### config.mk
export PLATFORM = sky130hd
export DESIGN_NAME = two_square_cipher
export DESIGN_NICKNAME = d
export VERILOG_FILES = /design/src/tsq_pkg.sv /design/src/tsq_square.sv /design/src/two_square_cipher.sv
export SDC_FILE = /design/constraint.sdc
export NUM_CORES = 1
export LEC_CHECK = 0
export BUFFER_PORTS_ARGS = -buffer_cell sky130_fd_sc_hd__buf_2
export CELL_PAD_IN_SITES_DETAIL_PLACEMENT = 1
export CELL_PAD_IN_SITES_GLOBAL_PLACEMENT = 1
export CORE_MARGIN = 2
export CORE_UTILIZATION = 57
export CTS_BUF_LIST = sky130_fd_sc_hd__clkbuf_4 sky130_fd_sc_hd__clkbuf_8 sky130_fd_sc_hd__clkbuf_16
export DETAILED_ROUTE_END_ITERATION = 10
export GPL_TIMING_DRIVEN = 0
export PLACE_DENSITY_LB_ADDON = 0.15
export SYNTH_ARGS = -nofsm -noshare
export SYNTH_HDL_FRONTEND = slang
export SYNTH_SLANG_ARGS = --single-unit
### constraint.sdc
create_clock -name clk_i -period 9.3 [get_ports clk_i]
set_clock_uncertainty 0.1 [all_clocks]
set_input_delay 0.93 -clock clk_i [delete_from_list [all_inputs] [get_ports clk_i]]
set_output_delay 0.93 -clock clk_i [all_outputs]
set_load 0.01 [all_outputs]
### src/tsq_pkg.sv
// Package for the two-square cipher: function codes, letter constants,
// state encoding, square command struct and grid helper functions.
// No dependencies.
package tsq_pkg;

  // Function codes carried in tuser
  localparam logic [2:0] FUNC_KEY_ONE = 3'd0;
  localparam logic [2:0] FUNC_KEY_TWO = 3'd1;
  localparam logic [2:0] FUNC_TEXT    = 3'd2;
  localparam logic [2:0] FUNC_END     = 3'd3;
  localparam logic [2:0] FUNC_CLEAR   = 3'd4;

  // Letter indices
  localparam logic [4:0] LETTER_I   = 5'd8;
  localparam logic [4:0] LETTER_J   = 5'd9;
  localparam logic [4:0] LETTER_X   = 5'd23;
  localparam logic [4:0] LETTER_MAX = 5'd25;
  localparam logic [4:0] CELLS      = 5'd25;
  localparam logic [4:0] LAST_CELL  = 5'd24;

  typedef enum logic [2:0] {
    ST_IDLE,
    ST_FILL,
    ST_TEXT,
    ST_LOOK,
    ST_CELL
  } state_e;

  // One cycle of work for a square store
  typedef struct packed {
    logic       clear;
    logic       put;
    logic [4:0] letter;
    logic       place_rd;
    logic [4:0] place_addr;
    logic       cell_rd;
    logic [4:0] cell_addr;
  } sq_cmd_t;

  // J folds onto I
  function automatic logic [4:0] fold_j(input logic [4:0] l);
    return (l == LETTER_J) ? LETTER_I : l;
  endfunction

  // k-th letter of the alphabet without J
  function automatic logic [4:0] plain_order(input logic [4:0] k);
    return (k < LETTER_J) ? k : 5'(k + 5'd1);
  endfunction

  // Row of a grid position 0..24
  function automatic logic [2:0] row_of(input logic [4:0] p);
    logic [2:0] r;
    if (p >= 5'd20) r = 3'd4;
    else if (p >= 5'd15) r = 3'd3;
    else if (p >= 5'd10) r = 3'd2;
    else if (p >= 5'd5) r = 3'd1;
    else r = 3'd0;
    return r;
  endfunction

  // Column of a grid position 0..24
  function automatic logic [2:0] col_of(input logic [4:0] p);
    logic [2:0] r;
    logic [4:0] base;
    r = row_of(p);
    base = 5'({r, 2'b00}) + 5'(r);
    return 3'(p - base);
  endfunction

  // Grid position from row and column
  function automatic logic [4:0] cell_at(input logic [2:0] r, input logic [2:0] c);
    return 5'({r, 2'b00}) + 5'(r) + 5'(c);
  endfunction

endpackage

### src/tsq_square.sv
// One cipher square: cell memory (grid order) and place memory (letter to
// grid position), present flags and fill count.
// Depends on tsq_pkg.
module tsq_square (
  input  logic             clk_i,
  input  logic             rst_ni,
  input  tsq_pkg::sq_cmd_t cmd_i,
  output logic [4:0]       place_o,
  output logic [4:0]       cell_o
);

  logic [4:0]  cell_mem [25];
  logic [4:0]  place_mem [26];
  logic [25:0] present_q, present_d;
  logic [4:0]  fill_q, fill_d;
  logic        do_put;

  // A letter is placed only when new and the grid has room
  assign do_put = cmd_i.put && !present_q[cmd_i.letter] && (fill_q < tsq_pkg::CELLS);

  always_comb begin
    present_d = present_q;
    fill_d    = fill_q;
    if (cmd_i.clear) begin
      present_d = '0;
      fill_d    = '0;
    end else if (do_put) begin
      present_d[cmd_i.letter] = 1'b1;
      fill_d = fill_q + 5'd1;
    end
  end

  always_ff @(posedge clk_i or negedge rst_ni) begin
    if (!rst_ni) begin
      present_q <= '0;
      fill_q    <= '0;
    end else begin
      present_q <= present_d;
      fill_q    <= fill_d;
    end
  end

  // Memory writes; reads and writes never fall in the same cycle
  always_ff @(posedge clk_i) begin
    if (do_put) begin
      cell_mem[fill_q]         <= cmd_i.letter;
      place_mem[cmd_i.letter]  <= fill_q;
    end
  end

  // Registered reads, held until the next read
  always_ff @(posedge clk_i) begin
    if (cmd_i.place_rd) begin
      place_o <= place_mem[cmd_i.place_addr];
    end
    if (cmd_i.cell_rd) begin
      cell_o <= cell_mem[cmd_i.cell_addr];
    end
  end

endmodule

### src/two_square_cipher.sv
// Two-square cipher top: request decode, sequencer, output buffer; needs tsq_pkg, tsq_square.
// A key letter is taken in idle; the first text letter of a pair visits text only. The
// second letter or a padding end visits text, look and cell, waiting in cell while the last
// pair is unread: text reads the places, look the cells, cell loads the output buffer, and
// the two results follow in order. The first text letter after a clear fills both squares
// first. Reset empties the squares, drops the held letter and selects the horizontal layout.
module two_square_cipher (
  input  logic       clk_i,
  input  logic       rst_ni,
  input  logic       cfg_we_i,
  input  logic       cfg_wdata_i,     // square_layout
  input  logic       s_axis_tvalid,
  output logic       s_axis_tready,
  input  logic [7:0] s_axis_tdata,    // [4:0] letter, [7:5] zero
  input  logic [2:0] s_axis_tuser,    // [2:0] func
  output logic       m_axis_tvalid,
  input  logic       m_axis_tready,
  output logic [7:0] m_axis_tdata,    // [4:0] out_letter, [7:5] zero
  output logic       m_axis_tlast     // pair_last
);

  tsq_pkg::state_e  state_q, state_d;
  tsq_pkg::sq_cmd_t cmd_one, cmd_two;

  logic       layout_q;
  logic       done_q, done_d;
  logic [4:0] held_q, held_d;
  logic       held_v_q, held_v_d;
  logic [4:0] pend_q, pend_d;
  logic [4:0] k_q, k_d;
  logic       swap_q, swap_d;
  logic [4:0] place_one, place_two, cell_one, cell_two;
  logic [4:0] o0_q, o0_d, o1_q, o1_d;
  logic [1:0] cnt_q, cnt_d;

  logic       s_acc, m_acc;
  logic [4:0] in_letter, in_fold;
  logic       in_ok;
  logic [2:0] r1, c1, r2, c2;

  assign s_axis_tready = (state_q == tsq_pkg::ST_IDLE);
  assign s_acc     = s_axis_tvalid && s_axis_tready;
  assign m_acc     = m_axis_tvalid && m_axis_tready;
  assign in_letter = s_axis_tdata[4:0];
  assign in_fold   = tsq_pkg::fold_j(in_letter);
  assign in_ok     = (in_letter <= tsq_pkg::LETTER_MAX);

  // Grid coordinates of the pair
  assign r1 = tsq_pkg::row_of(place_one);
  assign c1 = tsq_pkg::col_of(place_one);
  assign r2 = tsq_pkg::row_of(place_two);
  assign c2 = tsq_pkg::col_of(place_two);

  // Configuration register
  always_ff @(posedge clk_i or negedge rst_ni) begin
    if (!rst_ni) begin
      layout_q <= 1'b0;
    end else if (cfg_we_i) begin
      layout_q <= cfg_wdata_i;
    end
  end

  // Sequencer: next state, square commands and output buffer
  always_comb begin
    state_d  = state_q;
    done_d   = done_q;
    held_d   = held_q;
    held_v_d = held_v_q;
    pend_d   = pend_q;
    k_d      = k_q;
    swap_d   = swap_q;
    o0_d     = o0_q;
    o1_d     = o1_q;
    cnt_d    = m_acc ? cnt_q - 2'd1 : cnt_q;
    cmd_one  = '0;
    cmd_two  = '0;

    unique case (state_q)
      tsq_pkg::ST_IDLE: begin
        if (s_acc) begin
          unique case (s_axis_tuser)
            tsq_pkg::FUNC_KEY_ONE: begin
              cmd_one.put    = in_ok && !done_q;
              cmd_one.letter = in_fold;
            end
            tsq_pkg::FUNC_KEY_TWO: begin
              cmd_two.put    = in_ok && !done_q;
              cmd_two.letter = in_fold;
            end
            tsq_pkg::FUNC_TEXT: begin
              if (in_ok) begin
                pend_d  = in_fold;
                k_d     = '0;
                state_d = done_q ? tsq_pkg::ST_TEXT : tsq_pkg::ST_FILL;
              end
            end
            tsq_pkg::FUNC_END: begin
              // pad a held letter with X; squares are already complete
              if (held_v_q) begin
                pend_d  = tsq_pkg::LETTER_X;
                state_d = tsq_pkg::ST_TEXT;
              end
            end
            tsq_pkg::FUNC_CLEAR: begin
              cmd_one.clear = 1'b1;
              cmd_two.clear = 1'b1;
              done_d   = 1'b0;
              held_v_d = 1'b0;
            end
            default: begin
            end
          endcase
        end
      end

      tsq_pkg::ST_FILL: begin
        // complete both squares with the rest of the alphabet
        cmd_one.put    = 1'b1;
        cmd_one.letter = tsq_pkg::plain_order(k_q);
        cmd_two.put    = 1'b1;
        cmd_two.letter = tsq_pkg::plain_order(k_q);
        k_d = k_q + 5'd1;
        if (k_q == tsq_pkg::LAST_CELL) begin
          done_d  = 1'b1;
          state_d = tsq_pkg::ST_TEXT;
        end
      end

      tsq_pkg::ST_TEXT: begin
        if (held_v_q) begin
          cmd_one.place_rd   = 1'b1;
          cmd_one.place_addr = held_q;
          cmd_two.place_rd   = 1'b1;
          cmd_two.place_addr = pend_q;
          held_v_d = 1'b0;
          state_d  = tsq_pkg::ST_LOOK;
        end else begin
          held_d   = pend_q;
          held_v_d = 1'b1;
          state_d  = tsq_pkg::ST_IDLE;
        end
      end

      tsq_pkg::ST_LOOK: begin
        // swap rows (horizontal) or columns (vertical) across the squares
        cmd_one.cell_rd = 1'b1;
        cmd_two.cell_rd = 1'b1;
        if (!layout_q) begin
          swap_d = (r1 != r2);
          cmd_one.cell_addr = tsq_pkg::cell_at(r2, c1);
          cmd_two.cell_addr = tsq_pkg::cell_at(r1, c2);
        end else begin
          swap_d = (c1 != c2);
          cmd_one.cell_addr = tsq_pkg::cell_at(r1, c2);
          cmd_two.cell_addr = tsq_pkg::cell_at(r2, c1);
        end
        state_d = tsq_pkg::ST_CELL;
      end

      tsq_pkg::ST_CELL: begin
        // wait here until the output buffer is empty
        if (cnt_q == 2'd0) begin
          o0_d    = swap_q ? cell_one : held_q;
          o1_d    = swap_q ? cell_two : pend_q;
          cnt_d   = 2'd2;
          state_d = tsq_pkg::ST_IDLE;
        end
      end

      default: begin
        state_d = tsq_pkg::ST_IDLE;
      end
    endcase
  end

  always_ff @(posedge clk_i or negedge rst_ni) begin
    if (!rst_ni) begin
      state_q  <= tsq_pkg::ST_IDLE;
      done_q   <= 1'b0;
      held_v_q <= 1'b0;
      k_q      <= '0;
      cnt_q    <= '0;
    end else begin
      state_q  <= state_d;
      done_q   <= done_d;
      held_v_q <= held_v_d;
      k_q      <= k_d;
      cnt_q    <= cnt_d;
    end
  end

  // Payload registers
  always_ff @(posedge clk_i) begin
    held_q <= held_d;
    pend_q <= pend_d;
    swap_q <= swap_d;
    o0_q   <= o0_d;
    o1_q   <= o1_d;
  end

  tsq_square u_square_one (
    .clk_i   (clk_i),
    .rst_ni  (rst_ni),
    .cmd_i   (cmd_one),
    .place_o (place_one),
    .cell_o  (cell_one)
  );

  tsq_square u_square_two (
    .clk_i   (clk_i),
    .rst_ni  (rst_ni),
    .cmd_i   (cmd_two),
    .place_o (place_two),
    .cell_o  (cell_two)
  );

  // Output: first letter while two are pending, second marked last
  assign m_axis_tvalid = (cnt_q != 2'd0);
  assign m_axis_tdata  = {3'b000, (cnt_q == 2'd2) ? o0_q : o1_q};
  assign m_axis_tlast  = (cnt_q == 2'd1);

endmodule

==> impl_results.md <==
* Grt ovf at 0
* Longest Clk Path Bufs at 3
* Critical path class: flop to flop
* Yosys top cell by area: edfxtp_1
* Leakage at 0.0110 µW
* Row cnt at 80
* Initial antenna violation count at 2
* Sink Count at 626
* Routed WL per cell at 27.7 µm
* Power Dens Cells at 277 nW/µm²
* Final Cell Area at 30700 µm²
* Prevailing post-synth register cell: edfxtp_1
* Fin crit share at 64.8%
* H-tree levels at 3
* Routability congestion estimate at 0.901
* Area delta synth->final at 11.9%
* Initial Utilization at 57.6%
* Latest clock arrival within the worst-skew pair at 610 ps
* Worst Hold Margin at 199 ps
* Drt pass-1 iters at 5
* Crit path DAT at 6300 ps
* Full die area at 49900 µm²
* Hold_buf cts at 0
* Register area share after synthesis at 67.1%
* Post-synth EDFFs at 551
* Num ports at 28
* Yosys warnings at 0
* Met3 Usage GRT at 5.85%
* Largest net degree at the start of global routing at 45
* Peak supply drop at 0.000252 V
* # setup viols final at 0
* GR peak layer: met2
* DIE HEIGHT at 223 µm
* Status: finished clean
* RR Endpoint: u_square_one.cell_o[3]$_DFFE_PN_
* Highest clock rate at 166 MHz
* First-pass GRT wire length at 118000 µm
* FF-to-FF path depth at 18
* HP Class: primary input to asynchronous set/reset pin
* TritonCTS Buffers at 67
* CTS tree: done
* Port Buffers at 20
* Critical Path Source Type: flop
* Register clock-pin slew on the reported worst setup and hold paths at 60 ps
* Worst-Margin Slew at 1390 ps
* Setup TNS at 0 ps
* Nets at 2156
* Share of the synthesized area in the top cell type at 60.3%
* Syn avg cell area at 13.6 µm²
* Cells after Synth at 2022
* Met1 usage at 41.2%
* Core Area at 47600 µm²
* Via density at 6.63
* Via Count at 18400
* Area contributors post-synth: edfxtp_1 (60%), dfrtp_1 (6.8%), nand2_1 (2.9%), and3_1 (2.3%), mux2i_1 (2.1%)
* Die width at 223 µm
* Proportion of layout cells with a drive suffix above 1 at 12.3%
* Hold violation count in the final report at 0
* DP HPWL at 51100 µm
* R2R Setup Slk at 3270 ps
* Mapped cell area at 27400 µm²
* Worst r2r src: u_square_two.place_o[3]$_DFFE_PP_
* Post-CTS setup buffers at 0
* RSZ-0062 raised after global routing: false
* Max_cap viols at 0
* #FFs+latches synth at 626
* ANT nets after route at 0
* Post-CTS Resized at 0
* CP Max Fanout at 10
* DR iter-0 viols at 1625
* Minimum clock period at 6030 ps
* Met2 usage at 52.6%
* Gr usage total at 31.6%
* Area post-placement at 28400 µm²
* Drt drc at 0
* Vias in the first global route at 19500
* Worst Path Required at 9560 ps
* Post-Route WL at 77100 µm
* Post-synth ARST share at 12.0%
* Library cells used by synthesis at 98
* Slew Viols, Final at 0
* Critical Path End Type: flop
* Antenna Cells at 0
* Slew margin rel. at 6.31%
* CTS root buf: clkbuf_16
==> cells in the final DEF, fill, tap and decap left out, types with 17 or more instances in the layout <==
master     count
a211oi_1      60
a21oi_1       48
a311oi_1      26
a31oi_1       24
and3_1       103
buf_2         41
clkbuf_1      94
clkbuf_16     74
clkbuf_4      17
dfrtp_1       75
edfxtp_1     551
ha_1          21
inv_1         28
mux2_2        26
mux2i_1       58
mux4_2        20
nand2_1      213
nand3_1       57
nor2_1       113
o211ai_1      32
o21a_1        43
o21ai_0       72
o221ai_1      35
o22ai_1       42
==> registers in the layout (all words and copies together) (netlist names), 3 cells and up <==
register	flops
u_square_one.present_q	26
o1_q	5
u_square_one.cell_o	5
u_square_two.present_q	26
held_q	5
u_square_one.cell_mem	125
u_square_two.cell_o	5
u_square_one.place_o	5
o0_q	5
pend_q	5
u_square_one.fill_q	5
u_square_two.fill_q	5
k_q	5
u_square_one.place_mem	130
u_square_two.cell_mem	125
state_q	3
u_square_two.place_mem	130
u_square_two.place_o	5
==> how the worst max path moves through the flow <==
stage	start	end	slack, ps	depth (start not counted)
finish	u_square_two.place_o[3]$_DFFE_PP_	u_square_one.cell_o[3]$_DFFE_PN_	3270	18
global route	u_square_two.place_o[3]$_DFFE_PP_	u_square_one.cell_o[1]$_DFFE_PN_	2950	19
CTS	u_square_two.place_o[3]$_DFFE_PP_	u_square_one.cell_o[3]$_DFFE_PN_	3350	18
detailed placement	u_square_two.place_o[3]$_DFFE_PP_	u_square_one.cell_o[3]$_DFFE_PN_	3350	18
global placement	u_square_two.place_o[3]$_DFFE_PP_	u_square_one.cell_o[3]$_DFFE_PN_	3490	18
floorplan	u_square_two.place_o[3]$_DFFE_PP_	u_square_one.cell_o[3]$_DFFE_PN_	4690	18
==> where the power goes <==
group / leakage (µW) / internal (µW) / switching, µW
registers: 0.00607 / 3420 / 285
clock network: 0.00118 / 1720 / 1110
logic: 0.00372 / 651 / 1310
==> Yosys cell counts (26+ instances only) <==
library cell / n
a211oi_1: 60
a21oi_1: 48
a311oi_1: 26
and3_1: 103
clkbuf_1: 94
dfrtp_1: 75
edfxtp_1: 551
inv_1: 28
mux2_2: 26
mux2i_1: 58
nand2_1: 213
nand3_1: 57
nor2_1: 113
o211ai_1: 32
o21a_1: 43
o21ai_0: 72
o221ai_1: 35
o22ai_1: 42
==> cell families (layout without fill, tap and decap cells) <==
kind of cell    Yosys count  after routing  share of synthesized area [%]
other cells               1              3                         0.0137
mux                     106            106                           4.91
fa+ha+maj                25             25                           1.25
buf+inv                 177            321                           2.79
simple gates            595            595                           10.9
compound gates          476            476                           12.6
xor+xnor                 16             16                          0.511
flops                   626            626                           67.1
==> final cells by class <==
type,instances,area [µm²]
clock buffer,94,2020
clock inverter,29,325
inverter,34,131
buffer,143,633
timing repair buffer,21,130
fill,4438,16900
multi-input combinational,1221,8290
sequential,626,18400
tap,615,769
==> worst max-delay path, stage by stage, from the launching register on <==
cell and delay, ps:
edfxtp_1 430, inv_1 80, o21ai_0 170, o21ai_0 120, a221oi_1 630, nor2_1 180, ha_1 230, inv_1 60
fa_1 500, fa_1 490, xor2_1 240, nor2_1 60, a211oi_1 870, clkbuf_1 520, buf_2 350, o21ai_0 140
a211oi_1 250, nor3_1 90, a31o_2 250
==> through the flow <==
stage               cells  util, %  total power, µW  worst slack, ps
global route         2783     64.5             8790             2950
floorplan            2024        -             4880             4690
detailed placement   2660     59.5             5650             3350
finish               2783     64.5             8500             3270
CTS                  2783     64.4             8490             3350
global placement     2659     59.4             5540             3490
==> metal layers <==
layer | share of wire, % | routed length, µm
met5 | 0.027 | 21
met1 | 40 | 31000
met3 | 6.7 | 5160
met2 | 50 | 38200
met4 | 3.5 | 2710
Power figures use the tool's default switching activity.
